$ cat config.mk
export PLATFORM = sky130hd
export DESIGN_NAME = fast_charge_sequencer
export DESIGN_NICKNAME = d
export VERILOG_FILES = /design/src/rtl/fcs_pkg.sv /design/src/rtl/fast_charge_sequencer.sv /design/src/rtl/fcs_cfg.sv /design/src/rtl/fcs_step.sv
export SDC_FILE = /design/constraint.sdc
export NUM_CORES = 1
export LEC_CHECK = 0
export CAP_MARGIN = 20
export CORE_AREA = 8 8 119 203
export CTS_BUF_LIST = sky130_fd_sc_hd__clkbuf_8
export CTS_CLUSTER_SIZE = 16
export DETAILED_ROUTE_END_ITERATION = 10
export DIE_AREA = 0 0 127 211
export DONT_BUFFER_PORTS = 1
export SLEW_MARGIN = 20
export SYNTH_ARGS = -nofsm -noshare
export SYNTH_HDL_FRONTEND = slang
export SYNTH_SLANG_ARGS = --single-unit
$ cat constraint.sdc
create_clock -name i_clk -period 6 [get_ports i_clk]
set_input_delay 0.6 -clock i_clk [delete_from_list [all_inputs] [get_ports i_clk]]
set_output_delay 0.6 -clock i_clk [all_outputs]
set_load 0.02 [all_outputs]
$ cat src/rtl/fcs_pkg.sv
// fcs_pkg: types, codes and constants shared by the fast charge sequencer.
// No dependencies; used by fcs_cfg, fcs_step and fast_charge_sequencer.
package fcs_pkg;

    // Phase codes
    localparam logic [2:0] PH_IDLE  = 3'd0;
    localparam logic [2:0] PH_LINK  = 3'd1;
    localparam logic [2:0] PH_HAND  = 3'd2;
    localparam logic [2:0] PH_CFG   = 3'd3;
    localparam logic [2:0] PH_CFGOK = 3'd4;
    localparam logic [2:0] PH_CHG   = 3'd5;
    localparam logic [2:0] PH_STOP  = 3'd6;
    localparam logic [2:0] PH_FIN   = 3'd7;

    // Reported stage codes
    localparam logic [2:0] ST_IDLE = 3'd0;
    localparam logic [2:0] ST_LINK = 3'd1;
    localparam logic [2:0] ST_HAND = 3'd2;
    localparam logic [2:0] ST_CFG  = 3'd3;
    localparam logic [2:0] ST_CHG  = 3'd4;
    localparam logic [2:0] ST_STO  = 3'd5;
    localparam logic [2:0] ST_FIN  = 3'd6;

    // Work commands
    localparam logic [1:0] CMD_NONE      = 2'd0;
    localparam logic [1:0] CMD_NORSTOP   = 2'd1;
    localparam logic [1:0] CMD_NORSTART  = 2'd2;
    localparam logic [1:0] CMD_FORCESTOP = 2'd3;

    // Battery work states
    localparam logic [2:0] WS_OFF  = 3'd0;
    localparam logic [2:0] WS_IDLE = 3'd1;
    localparam logic [2:0] WS_RUN  = 3'd2;
    localparam logic [2:0] WS_ERR  = 3'd3;

    // Protection states
    localparam logic [1:0] PR_FULL = 2'd1;
    localparam logic [1:0] PR_SYS  = 2'd2;

    // Register indexes
    localparam logic [2:0] REG_PLUG      = 3'd0;
    localparam logic [2:0] REG_UNPLUG    = 3'd1;
    localparam logic [2:0] REG_CC2_TOL   = 3'd2;
    localparam logic [2:0] REG_HS_TMO    = 3'd3;
    localparam logic [2:0] REG_READY_TMO = 3'd4;
    localparam logic [2:0] REG_STOP_TMO  = 3'd5;
    localparam logic [2:0] REG_SETTLE    = 3'd6;

    // Register reset values
    localparam logic [11:0] RST_PLUG      = 12'd900;
    localparam logic [11:0] RST_UNPLUG    = 12'd90;
    localparam logic [9:0]  RST_CC2_TOL   = 10'd100;
    localparam logic [7:0]  RST_HS_TMO    = 8'd120;
    localparam logic [7:0]  RST_READY_TMO = 8'd60;
    localparam logic [7:0]  RST_STOP_TMO  = 8'd10;
    localparam logic [7:0]  RST_SETTLE    = 8'd6;

    // CC2 nominal levels and retry spacing
    localparam logic [9:0] CC2_PLUGGED   = 10'd250;
    localparam logic [9:0] CC2_UNPLUGGED = 10'd500;
    localparam logic [7:0] RETRY_TICKS   = 8'd6;

    // Packed widths on the stream ports
    localparam int IN_BITS  = 40;
    localparam int OUT_BITS = 8;

    typedef struct packed {
        logic [11:0] plug_threshold;
        logic [11:0] unplug_threshold;
        logic [9:0]  cc2_tolerance;
        logic [7:0]  handshake_timeout;
        logic [7:0]  ready_timeout;
        logic [7:0]  stop_timeout;
        logic [7:0]  settle_ticks;
    } t_cfg;

    typedef struct packed {
        logic [11:0] supply_volt;
        logic [9:0]  cc2_volt;
        logic        chm_seen;
        logic        crm_confirmed;
        logic        brm_done;
        logic        cml_confirmed;
        logic        cro_confirmed;
        logic        charger_stop;
        logic [2:0]  work_state;
        logic [1:0]  protect_state;
        logic        current_idle;
        logic        contactors_off;
    } t_item;

    typedef struct packed {
        logic [2:0] phase;
        logic [7:0] tick_timer;
        logic [2:0] stage_reg;
        logic       stop_flag;
    } t_state;

    typedef struct packed {
        logic [2:0] stage;
        logic       stop_request;
        logic [1:0] work_cmd;
        logic       clear_fault;
    } t_result;

    // |v - nominal| <= tol, all on 10 bits (difference never exceeds 1023)
    function automatic logic near_level(input logic [9:0] v, input logic [9:0] nominal,
                                        input logic [9:0] tol);
        logic [9:0] d;
        d = (v >= nominal) ? (v - nominal) : (nominal - v);
        return d <= tol;
    endfunction

    // t mod 6 for 8-bit t: quotient by reciprocal 171/1024, exact below 256
    function automatic logic [2:0] mod_retry(input logic [7:0] t);
        logic [15:0] prod;
        logic [5:0]  q;
        logic [8:0]  qm;
        logic [8:0]  r;
        prod = t * 8'd171;
        q    = prod[15:10];
        qm   = q * 3'd6;
        r    = {1'b0, t} - qm;
        return r[2:0];
    endfunction

endpackage

$ cat src/rtl/fast_charge_sequencer.sv
// fast_charge_sequencer: top level of the battery-side DC fast charge sequencer.
// Depends on fcs_pkg, fcs_cfg and fcs_step.
//
// Usage:
//   Each transfer on the s_axis channel is one 500 ms tick of measurements and
//   charger message flags; each tick yields exactly one transfer on m_axis with
//   the stage, stop request, work command and clear-fault pulse.
//   Configuration registers are written through i_cfg_we/i_cfg_idx/i_cfg_data
//   while the block is idle; writes take effect on the next edge.
// Pipeline and throughput:
//   A tick lands in the input register and is evaluated by the single-pass
//   step logic into the result register once that register is free, which
//   raises m_axis_tvalid. One tick per cycle is sustained while m_axis_tready
//   is high, set by the single-pass state update loop.
// Reset:
//   Synchronous, active low. Phase returns to idle, timer, stage and stop
//   flag clear, registers take their default values, both channels empty.
// Stall:
//   While m_axis_tready is low the result register holds; one further tick
//   waits in the input register, then s_axis_tready drops.
module fast_charge_sequencer (
    input  logic                            i_clk,
    input  logic                            i_rst_n,
    // configuration write port
    input  logic                            i_cfg_we,
    input  logic [2:0]                      i_cfg_idx,
    input  logic [11:0]                     i_cfg_data,
    // tick input
    input  logic                            s_axis_tvalid,
    output logic                            s_axis_tready,
    // [11:0] supply_volt, [21:12] cc2_volt, [22] chm_seen, [23] crm_confirmed,
    // [24] brm_done, [25] cml_confirmed, [26] cro_confirmed, [27] charger_stop,
    // [30:28] work_state, [32:31] protect_state, [33] current_idle,
    // [34] contactors_off, [39:35] zero
    input  logic [fcs_pkg::IN_BITS-1:0]     s_axis_tdata,
    // result output
    output logic                            m_axis_tvalid,
    input  logic                            m_axis_tready,
    // [2:0] stage, [3] stop_request, [5:4] work_cmd, [6] clear_fault, [7] zero
    output logic [fcs_pkg::OUT_BITS-1:0]    m_axis_tdata
);

    fcs_pkg::t_cfg    cfg;
    fcs_pkg::t_item   r_item;
    fcs_pkg::t_item   n_item;
    fcs_pkg::t_state  r_state;
    fcs_pkg::t_state  n_state;
    fcs_pkg::t_result r_out;
    fcs_pkg::t_result n_out;
    logic             r_in_valid;
    logic             r_out_valid;
    logic             out_free;
    logic             advance;
    logic             in_xfer;

    fcs_cfg u_cfg (
        .i_clk      (i_clk),
        .i_rst_n    (i_rst_n),
        .i_cfg_we   (i_cfg_we),
        .i_cfg_idx  (i_cfg_idx),
        .i_cfg_data (i_cfg_data),
        .o_cfg      (cfg)
    );

    fcs_step u_step (
        .i_cfg    (cfg),
        .i_state  (r_state),
        .i_item   (r_item),
        .o_state  (n_state),
        .o_result (n_out)
    );

    // Handshake control
    assign out_free      = !r_out_valid || m_axis_tready;
    assign advance       = r_in_valid && out_free;
    assign s_axis_tready = !r_in_valid || advance;
    assign in_xfer       = s_axis_tvalid && s_axis_tready;

    // Unpack input transfer
    always_comb begin
        n_item.supply_volt    = s_axis_tdata[11:0];
        n_item.cc2_volt       = s_axis_tdata[21:12];
        n_item.chm_seen       = s_axis_tdata[22];
        n_item.crm_confirmed  = s_axis_tdata[23];
        n_item.brm_done       = s_axis_tdata[24];
        n_item.cml_confirmed  = s_axis_tdata[25];
        n_item.cro_confirmed  = s_axis_tdata[26];
        n_item.charger_stop   = s_axis_tdata[27];
        n_item.work_state     = s_axis_tdata[30:28];
        n_item.protect_state  = s_axis_tdata[32:31];
        n_item.current_idle   = s_axis_tdata[33];
        n_item.contactors_off = s_axis_tdata[34];
    end

    // Input register
    always_ff @(posedge i_clk) begin
        if (!i_rst_n) begin
            r_in_valid <= 1'b0;
        end else if (in_xfer) begin
            r_in_valid <= 1'b1;
        end else if (advance) begin
            r_in_valid <= 1'b0;
        end
    end

    always_ff @(posedge i_clk) begin
        if (in_xfer) begin
            r_item <= n_item;
        end
    end

    // Sequencer state, updated once per evaluated tick
    always_ff @(posedge i_clk) begin
        if (!i_rst_n) begin
            r_state.phase      <= fcs_pkg::PH_IDLE;
            r_state.tick_timer <= '0;
            r_state.stage_reg  <= fcs_pkg::ST_IDLE;
            r_state.stop_flag  <= 1'b0;
        end else if (advance) begin
            r_state <= n_state;
        end
    end

    // Result register
    always_ff @(posedge i_clk) begin
        if (!i_rst_n) begin
            r_out_valid <= 1'b0;
        end else if (out_free) begin
            r_out_valid <= r_in_valid;
        end
    end

    always_ff @(posedge i_clk) begin
        if (advance) begin
            r_out <= n_out;
        end
    end

    assign m_axis_tvalid = r_out_valid;
    assign m_axis_tdata  = {1'b0, r_out.clear_fault, r_out.work_cmd,
                            r_out.stop_request, r_out.stage};

endmodule

$ cat src/rtl/fcs_cfg.sv
// fcs_cfg: configuration register file of the fast charge sequencer.
// Depends on fcs_pkg for the register indexes, reset values and t_cfg.
module fcs_cfg (
    input  logic              i_clk,
    input  logic              i_rst_n,
    input  logic              i_cfg_we,
    input  logic [2:0]        i_cfg_idx,
    input  logic [11:0]       i_cfg_data,
    output fcs_pkg::t_cfg     o_cfg
);

    fcs_pkg::t_cfg r_cfg;

    // Write decode; indexes beyond the list are ignored
    always_ff @(posedge i_clk) begin
        if (!i_rst_n) begin
            r_cfg.plug_threshold    <= fcs_pkg::RST_PLUG;
            r_cfg.unplug_threshold  <= fcs_pkg::RST_UNPLUG;
            r_cfg.cc2_tolerance     <= fcs_pkg::RST_CC2_TOL;
            r_cfg.handshake_timeout <= fcs_pkg::RST_HS_TMO;
            r_cfg.ready_timeout     <= fcs_pkg::RST_READY_TMO;
            r_cfg.stop_timeout      <= fcs_pkg::RST_STOP_TMO;
            r_cfg.settle_ticks      <= fcs_pkg::RST_SETTLE;
        end else if (i_cfg_we) begin
            case (i_cfg_idx)
                fcs_pkg::REG_PLUG:      r_cfg.plug_threshold    <= i_cfg_data;
                fcs_pkg::REG_UNPLUG:    r_cfg.unplug_threshold  <= i_cfg_data;
                fcs_pkg::REG_CC2_TOL:   r_cfg.cc2_tolerance     <= i_cfg_data[9:0];
                fcs_pkg::REG_HS_TMO:    r_cfg.handshake_timeout <= i_cfg_data[7:0];
                fcs_pkg::REG_READY_TMO: r_cfg.ready_timeout     <= i_cfg_data[7:0];
                fcs_pkg::REG_STOP_TMO:  r_cfg.stop_timeout      <= i_cfg_data[7:0];
                fcs_pkg::REG_SETTLE:    r_cfg.settle_ticks      <= i_cfg_data[7:0];
                default: ;
            endcase
        end
    end

    assign o_cfg = r_cfg;

endmodule

$ cat src/rtl/fcs_step.sv
// fcs_step: per-tick next-state and result logic of the charge sequencer.
// Depends on fcs_pkg for codes, structs and the level/modulo helpers.
module fcs_step (
    input  fcs_pkg::t_cfg    i_cfg,
    input  fcs_pkg::t_state  i_state,
    input  fcs_pkg::t_item   i_item,
    output fcs_pkg::t_state  o_state,
    output fcs_pkg::t_result o_result
);

    fcs_pkg::t_state n_st;
    logic [1:0]      cmd;
    logic            clr;
    logic            near_plug;
    logic            near_unplug;
    logic            plugged;
    logic            unplugged;
    logic [2:0]      retry_phase;

    // Shared comparisons
    always_comb begin
        near_plug   = fcs_pkg::near_level(i_item.cc2_volt, fcs_pkg::CC2_PLUGGED,
                                          i_cfg.cc2_tolerance);
        near_unplug = fcs_pkg::near_level(i_item.cc2_volt, fcs_pkg::CC2_UNPLUGGED,
                                          i_cfg.cc2_tolerance);
        plugged     = i_item.supply_volt >= i_cfg.plug_threshold;
        unplugged   = i_item.supply_volt < i_cfg.unplug_threshold;
        retry_phase = fcs_pkg::mod_retry(i_state.tick_timer);
    end

    // Phase transitions
    always_comb begin
        n_st = i_state;
        cmd  = fcs_pkg::CMD_NONE;
        clr  = 1'b0;
        case (i_state.phase)
            fcs_pkg::PH_IDLE: begin
                if (plugged || i_item.chm_seen) begin
                    n_st.phase      = fcs_pkg::PH_LINK;
                    n_st.stage_reg  = fcs_pkg::ST_LINK;
                    n_st.tick_timer = '0;
                end else begin
                    n_st.stage_reg = fcs_pkg::ST_IDLE;
                end
                n_st.stop_flag = 1'b0;
            end
            fcs_pkg::PH_LINK: begin
                if (near_plug) begin
                    n_st.stop_flag = 1'b1;
                    case (i_item.work_state)
                        fcs_pkg::WS_ERR, fcs_pkg::WS_OFF: begin
                            // timer carried into finish
                            n_st.phase     = fcs_pkg::PH_FIN;
                            n_st.stage_reg = fcs_pkg::ST_FIN;
                        end
                        fcs_pkg::WS_IDLE: begin
                            n_st.phase      = fcs_pkg::PH_HAND;
                            n_st.stage_reg  = fcs_pkg::ST_HAND;
                            n_st.tick_timer = '0;
                        end
                        fcs_pkg::WS_RUN: begin
                            if (i_state.tick_timer >= i_cfg.stop_timeout) begin
                                n_st.phase      = fcs_pkg::PH_STOP;
                                n_st.stage_reg  = fcs_pkg::ST_STO;
                                n_st.tick_timer = '0;
                            end else begin
                                cmd             = fcs_pkg::CMD_NORSTOP;
                                n_st.tick_timer = i_state.tick_timer + 8'd1;
                            end
                        end
                        default: ; // other work states: keep waiting
                    endcase
                end else if (unplugged) begin
                    n_st.phase     = fcs_pkg::PH_IDLE;
                    n_st.stage_reg = fcs_pkg::ST_IDLE;
                end
            end
            fcs_pkg::PH_HAND: begin
                if (i_item.crm_confirmed && i_item.brm_done) begin
                    n_st.phase      = fcs_pkg::PH_CFG;
                    n_st.stage_reg  = fcs_pkg::ST_CFG;
                    n_st.tick_timer = '0;
                end else if (i_state.tick_timer >= i_cfg.handshake_timeout) begin
                    n_st.phase      = fcs_pkg::PH_FIN;
                    n_st.stage_reg  = fcs_pkg::ST_FIN;
                    n_st.tick_timer = '0;
                end else begin
                    n_st.tick_timer = i_state.tick_timer + 8'd1;
                end
            end
            fcs_pkg::PH_CFG: begin
                if (i_item.cml_confirmed) begin
                    n_st.stop_flag = 1'b0;
                    if (i_item.work_state == fcs_pkg::WS_OFF) begin
                        n_st.phase      = fcs_pkg::PH_FIN;
                        n_st.stage_reg  = fcs_pkg::ST_FIN;
                        n_st.tick_timer = '0;
                    end else if (i_item.work_state == fcs_pkg::WS_RUN) begin
                        // stage stays at config
                        n_st.phase      = fcs_pkg::PH_CFGOK;
                        n_st.tick_timer = '0;
                    end else if (i_state.tick_timer >= i_cfg.ready_timeout) begin
                        n_st.phase      = fcs_pkg::PH_FIN;
                        n_st.stage_reg  = fcs_pkg::ST_FIN;
                        n_st.tick_timer = '0;
                    end else begin
                        // start / clear / force-stop retries every six ticks
                        if (i_item.work_state == fcs_pkg::WS_IDLE) begin
                            if (i_item.protect_state == fcs_pkg::PR_SYS && retry_phase == 3'd0)
                                clr = 1'b1;
                            else if (retry_phase == 3'd1)
                                cmd = fcs_pkg::CMD_NORSTART;
                        end else if (i_item.work_state == fcs_pkg::WS_ERR
                                     && retry_phase == 3'd0) begin
                            cmd = fcs_pkg::CMD_FORCESTOP;
                            clr = 1'b1;
                        end
                        n_st.tick_timer = i_state.tick_timer + 8'd1;
                    end
                end else if (i_state.tick_timer >= i_cfg.handshake_timeout) begin
                    n_st.phase      = fcs_pkg::PH_FIN;
                    n_st.stage_reg  = fcs_pkg::ST_FIN;
                    n_st.tick_timer = '0;
                end else begin
                    n_st.tick_timer = i_state.tick_timer + 8'd1;
                end
            end
            fcs_pkg::PH_CFGOK: begin
                if (i_item.cro_confirmed) begin
                    n_st.phase      = fcs_pkg::PH_CHG;
                    n_st.stage_reg  = fcs_pkg::ST_CHG;
                    n_st.tick_timer = '0;
                end else if (i_state.tick_timer >= i_cfg.handshake_timeout) begin
                    n_st.phase      = fcs_pkg::PH_STOP;
                    n_st.stage_reg  = fcs_pkg::ST_STO;
                    n_st.tick_timer = '0;
                end else begin
                    n_st.tick_timer = i_state.tick_timer + 8'd1;
                end
            end
            fcs_pkg::PH_CHG: begin
                if (i_item.protect_state == fcs_pkg::PR_FULL
                    || i_item.protect_state == fcs_pkg::PR_SYS
                    || i_item.charger_stop || near_unplug) begin
                    n_st.phase      = fcs_pkg::PH_STOP;
                    n_st.stage_reg  = fcs_pkg::ST_STO;
                    n_st.tick_timer = '0;
                end
            end
            fcs_pkg::PH_STOP: begin
                n_st.stop_flag = 1'b1;
                if (i_item.current_idle) begin
                    if (i_state.tick_timer >= i_cfg.settle_ticks) begin
                        n_st.phase      = fcs_pkg::PH_FIN;
                        n_st.stage_reg  = fcs_pkg::ST_FIN;
                        n_st.tick_timer = '0;
                    end else begin
                        n_st.tick_timer = i_state.tick_timer + 8'd1;
                    end
                end
            end
            default: begin
                // finished: hold the stop request until unplugged
                n_st.stop_flag = 1'b1;
                if (i_item.current_idle) begin
                    if (!i_item.contactors_off)
                        cmd = fcs_pkg::CMD_NORSTOP;
                    if (unplugged && near_unplug) begin
                        n_st.phase     = fcs_pkg::PH_IDLE;
                        n_st.stage_reg = fcs_pkg::ST_IDLE;
                    end
                end else if (i_state.tick_timer >= i_cfg.stop_timeout) begin
                    cmd = fcs_pkg::CMD_FORCESTOP;
                end else begin
                    n_st.tick_timer = i_state.tick_timer + 8'd1;
                end
            end
        endcase
    end

    assign o_state               = n_st;
    assign o_result.stage        = n_st.stage_reg;
    assign o_result.stop_request = n_st.stop_flag;
    assign o_result.work_cmd     = cmd;
    assign o_result.clear_fault  = clr;

endmodule
==> impl_metrics.toml, run 1 <==
[routing]
vias = 6808
drc_errors = 0
firstDrtPassIters = 5
routed_wl_um = 22300
routedWlPerCell_um = 18.0
ant_nets = 0
routed_via_density = 5.49
drt_iter0_markers = 332

[global_route]
grt_pass1_wl_um = 35500
overflow = 0
grt_antenna_before_repair = 1
track_usage_pct = 17.1
grt_pass1_vias = 6734
grt_max_degree = 51

[critical_path]
cp_top_family = "compound AO/OA/AOI/OAI gates"
crit_fanout = 10
path_cells = "inv_1 > ha_1 > nor4b_1 > o21ai_0 > nand2_1 > and4b_1 > nor2b_1 > a211oi_1 > xnor2_1 > ha_1 > a211o_1 > a21oi_2 > mux2i_1 > a221oi_2 > o2111ai_2 > or2_1 > o41ai_4 > nor2_1"
path_class = "reg -> reg"
cp_num_buf_inv = 1
worst_path_max_delay_cell = "o41ai_4"
crit_arrival_ns = 5.66
cpMostUsedCell = "ha_1"
cp-end-kind = "register"
slowest_delay_ns = 0.63
cp-start-kind = "register"
crit_required_ns = 6.32

[pwr]
p_leak_nw = 3.80
p_clk_share_pct = 37.9
cell_internal_pwr_mw = 1.42
power_mw = 1.97
p_comb_share_pct = 13.6
p_seq_share_pct = 48.5
swShare_pct = 27.9
powerDensity_nw_per_um2 = 219
p_sw_mw = 0.549
ir_worst_vdd_v = 0.000190

[final_layout]
nets = 1154
n_fill_cell = 2169
post-route-cell-area_um2 = 9000
stdcell_count = 1239
seqCellArea_um2 = 2920
multi_input_area_um2 = 4950
post-route-util_pct = 42.2
area_growth_pct = 7.58
drive_gt1_share_pct = 4.58

[synth]
synthArstFlopShare_pct = 0
yosysWarnings = 0
synth-seq-area-share_pct = 34.9
synthFlopType = "dfxtp_1"
synth_edf_count = 42
syn_avg_cell_area_um2 = 8.60
synth_top_cell_area_share_pct = 19.9
synth_fp_nets = 1157
synth_largest_area_cell = "dfxtp_1"
postSynthCellCount = 973
netlist_top_cells_area = "dfxtp_1, ha_1, edfxtp_1, nand2_1, a21oi_1"
ys_ff_latch = 125
ys_types = 68
syn-cell-area_um2 = 8370

[clock_tree]
numCtsBuffers = 17
ctsHoldBuffers = 0
cts_sinks = 125
cts_tree = "done"
cts_resized = 0
clk_path_buf_depth = 2
clk_latency_ns = 0.46
clockRootBuffer = "clkbuf_8"
h-tree-depth = 4
clkTransAtPathRegs_ns = 0.08
postCtsSetupRepairBufs = 0

[sta]
finalHoldViolations = 0
rsz0062_at_grt = "no"
setup_viol = 0
skew_ns = 0.0119
slew_headroom_pct = 36.2
period_minus_slack_ns = 5.34
period_share_pct = 89.0
setup_tns_ns = 0
tightest_slew_ns = 0.957
maxSlewViolCount = 0
fmax_mhz = 187

[placed_design]
gp_congestion = 0.919
dpl.hpwl_um = 17200
place_area_um2 = 8600
dpl.cell_count = 1206
io_buffers = 0

[die]
die_w_um = 127
rows = 71
start_util_pct = 39.3
num_io_pins = 70
die-area_um2 = 26800
coreArea_um2 = 21300
die_h_um = 211

[hold_path]
hold_path.class = "in -> reg"

[flow_run]
maxCapViolations = 0

[run_status]
status = "finished clean"
## path summary, 6_finish.rpt
kind	start	endpoint	slack (ns)	depth (start not counted)
setup reg to reg	r_item[15]	r_state[10]	0.66	18
hold reg to reg	u_cfg.o_cfg[40]	u_cfg.o_cfg[40]	0.46	2
hold / removal	s_axis_tdata[15]	r_item[16]	0.23	0
setup / recovery	r_item[15]	r_state[10]	0.66	18
## per-stage QoR
stage | hold WS [ns] | setup WS [ns]
after CTS | 0.198 | 0.630
after global routing | 0.202 | 0.244
after detailed placement | 0.447 | 0.675
after floorplan | 0.432 | 1.41
after global placement | 0.440 | 0.795
final | 0.232 | 0.659
## kinds of logic after synthesis
kind of cell | synth area share, %
adder cells (fa/ha/maj) | 19.5
AND/OR/NAND/NOR | 16.9
flip-flops | 34.9
AO/OA/AOI/OAI | 19.0
other | 0.0448
XOR/XNOR | 2.62
multiplexers | 0.957
buffers and inverters | 6.11
## per-layer routing
layer  track usage, %  part of all wire, %  vias up
met5                0                    0        -
met3             3.08                  3.1       36
met1             17.6                   39     3217
met4             7.88                  3.0        0
li1                 -                    -     3420
met2             32.5                   55      135
## power by group through the flow
stage | combinational (mW) | sequential, mW | clock, mW
final | 0.267 | 0.954 | 0.747
after global routing | 0.305 | 0.958 | 0.798
after CTS | 0.270 | 0.953 | 0.770
after detailed placement | 0.268 | 0.973 | 0
after global placement | 0.264 | 0.973 | 0
after floorplan | 0.222 | 0.949 | 0
## registers in the layout, indices dropped and copies added (netlist names)
register,count
m_axis_tdata,7
r_state,15
m_axis_tvalid,1
r_in_valid,1
u_cfg.o_cfg,66
r_item,35
## layout make-up
type / instances / share of cell area, %
antenna: 1 / 0.0278
clock buffer: 17 / 2.60
clock inverter: 15 / 1.76
inverter: 103 / 4.29
multi-input combinational: 719 / 55.0
sequential: 125 / 32.5
tap: 255 / 3.54
timing repair buffer: 4 / 0.333
## synthesized netlist by cell type, types with 2 or more instances
master	n
and4_1	2
clkbuf_1	21
a211o_1	4
o21a_1	6
and3_1	5
nand3_1	17
edfxtp_1	42
o211ai_1	32
a2111oi_0	2
ha_1	113
nor3b_1	4
nor3_1	13
fa_1	11
mux2i_1	8
o22ai_1	3
nand4_1	9
xnor2_1	20
a221oi_1	4
buf_6	2
a211oi_1	14
a31o_2	2
nor2b_1	12
o21bai_1	3
o2111ai_2	2
o31ai_1	2
inv_1	101
a311oi_1	3
o21ai_0	37
and2_1	3
buf_4	2
a21o_1	12
or3_1	8
dfxtp_1	83
a21oi_1	94
a21boi_0	3
a31oi_1	7
nand2_1	165
xor2_1	5
nor2_1	56
nand2b_1	13
## placed cells by master (no fill, tap or decap), types with 13 or more instances in the layout
cell      netlist  final
o21ai_0        37     37
dfxtp_1        83     83
edfxtp_1       42     42
nand3_1        17     17
inv_1         101    104
nor2_1         56     55
nand2b_1       13     13
a211oi_1       14     14
a21oi_1        94     94
o211ai_1       32     32
xnor2_1        20     20
ha_1          113    113
clkbuf_8        0     17
nand2_1       165    165
No activity file was read; power rests on OpenSTA's default activity.
==> run 2: changes to the inputs <==
--- a/config.mk
+++ b/config.mk
@@ -6,11 +6,10 @@
 export NUM_CORES = 1
 export LEC_CHECK = 0
 export CAP_MARGIN = 20
-export CORE_AREA = 8 8 119 203
-export CTS_BUF_LIST = sky130_fd_sc_hd__clkbuf_8
+export CORE_AREA = 8 8 118 201
 export CTS_CLUSTER_SIZE = 16
 export DETAILED_ROUTE_END_ITERATION = 10
-export DIE_AREA = 0 0 127 211
+export DIE_AREA = 0 0 126 209
 export DONT_BUFFER_PORTS = 1
 export SLEW_MARGIN = 20
 export SYNTH_ARGS = -nofsm -noshare
==> impl_metrics.toml, run 2 (synthesis results as in run 1) <==
[pwr]
p_leak_nw = 3.87
powerDensity_nw_per_um2 = 240
ir_worst_vdd_v = 0.000196

[die]
coreArea_um2 = 20800
start_util_pct = 40.2
num_io_pins = 70
die-area_um2 = 26300
die_w_um = 126
rows = 70
die_h_um = 209

[sta]
setup_tns_ns = 0
slew_headroom_pct = 37.7
rsz0062_at_grt = "no"
period_minus_slack_ns = 5.30
finalHoldViolations = 0
setup_ws_ns = 0.702
period_share_pct = 88.3
holdWs_ns = 0.256
fmax_mhz = 189
tightest_slew_ns = 0.933
skew_ns = 0.00887
setup_viol = 0
maxSlewViolCount = 0

[clock_tree]
numCtsBuffers = 17
clkTransAtPathRegs_ns = 0.06
h-tree-depth = 4
cts_sinks = 125
ctsHoldBuffers = 0
clockRootBuffer = "clkbuf_16"
postCtsSetupRepairBufs = 0
cts_resized = 0
clk_path_buf_depth = 2
cts_tree = "done"
clk_latency_ns = 0.44

[critical_path]
cpMostUsedCell = "ha_1"
crit_required_ns = 6.30
cp-start-kind = "register"
crit_fanout = 10
path_class = "reg -> reg"
crit_arrival_ns = 5.59
cp_top_family = "compound AO/OA/AOI/OAI gates"
slowest_delay_ns = 0.63
worst_path_max_delay_cell = "o41ai_4"
cp-end-kind = "register"
path_cells = "inv_1 > ha_1 > a21o_1 > o21ai_0 > nand2_1 > and4b_1 > nor2b_1 > a211oi_1 > xnor2_1 > ha_1 > a211o_1 > a21oi_2 > mux2i_1 > a221oi_2 > o2111ai_2 > or2_1 > o41ai_4 > nor2_1"
cp_num_buf_inv = 1

[final_layout]
layout_commonest_cell = "nand2_1"
post-route-util_pct = 44.0
largest_register_ffs = 66
drive_gt1_share_pct = 5.09
layout_common_cells = "nand2_1, ha_1, inv_1"
nets = 1154
area_growth_pct = 9.51

[global_route]
grt_pass1_wl_um = 36000
grt_max_degree = 51
overflow = 0
grt_pass1_vias = 6900
grt_antenna_before_repair = 2
track_usage_pct = 17.5

[placed_design]
dpl.hpwl_um = 17100
io_buffers = 0
gp_congestion = 0.943
dp_slack_ns = 0.709

[routing]
routed_wl_um = 22200
ant_nets = 0
routedWlPerCell_um = 17.9
drc_errors = 0
drt_iter0_markers = 289
routed_via_density = 5.43
firstDrtPassIters = 4
vias = 6713

[flow_run]
maxCapViolations = 0

[hold_path]
hold_path.class = "in -> reg"

[run_status]
status = "finished clean"
## run 2: layout make-up
type                    instances  area, um^2
diodes                          1        2.50
clock buffers                  19         454
clock inverters                13         104
fillers                      2097       11700
inverters                     103         387
multi-input cells             719        4950
flip-flops and latches        125        2920
well taps                     252         315
repair buffers                  4        30.0
## run 2: stage by stage
| stage | power, mW | cell area (um^2) | cells |
|---|---|---|---|
| after detailed placement | 1.24 | 8600 | 1203 |
| after floorplan | 1.17 | 8370 | 973 |
| after global placement | 1.24 | 8600 | 1203 |
| after CTS | 2.22 | 9160 | 1235 |
| final | 2.20 | 9170 | 1236 |
| after global routing | 2.30 | 9170 | 1236 |
## run 2: power by group
group | switching (mW) | total [mW] | internal (mW)
Sequential | 0.0424 | 0.955 | 0.912
Combinational | 0.162 | 0.267 | 0.105
Clock | 0.416 | 0.976 | 0.560
Total | 0.620 | 2.20 | 1.58
## run 2: worst paths after layout
kind / from / to / slack [ns] / cells after the start
max: r_item[15] / r_state[4] / 0.70 / 18
min reg2reg: u_cfg.o_cfg[6] / u_cfg.o_cfg[6] / 0.45 / 2
min: s_axis_tdata[22] / r_item[12] / 0.26 / 0
max reg2reg: r_item[15] / r_state[4] / 0.70 / 18
## run 2: worst reg2reg max path, delay by kind of cell (launching register included)
kind / cells / cell delay, ns
and+or+nand+nor: 5 / 1.20
muxes: 1 / 0.20
xor gates and xnor gates: 1 / 0.17
buffers and inverters: 1 / 0.20
DFF: 1 / 0.58
adders and majority gates: 2 / 0.53
AOI/OAI and AO/OA: 8 / 2.29
## run 2: routing by layer
metal  GRT usage (%)  vias up  routed length (um)
li1                -     3417                   -
met4            8.76        2                 813
met5               0        -                   8
met2            32.2      118               11700
met1            18.3     3132                8930
met3            3.52       44                 753
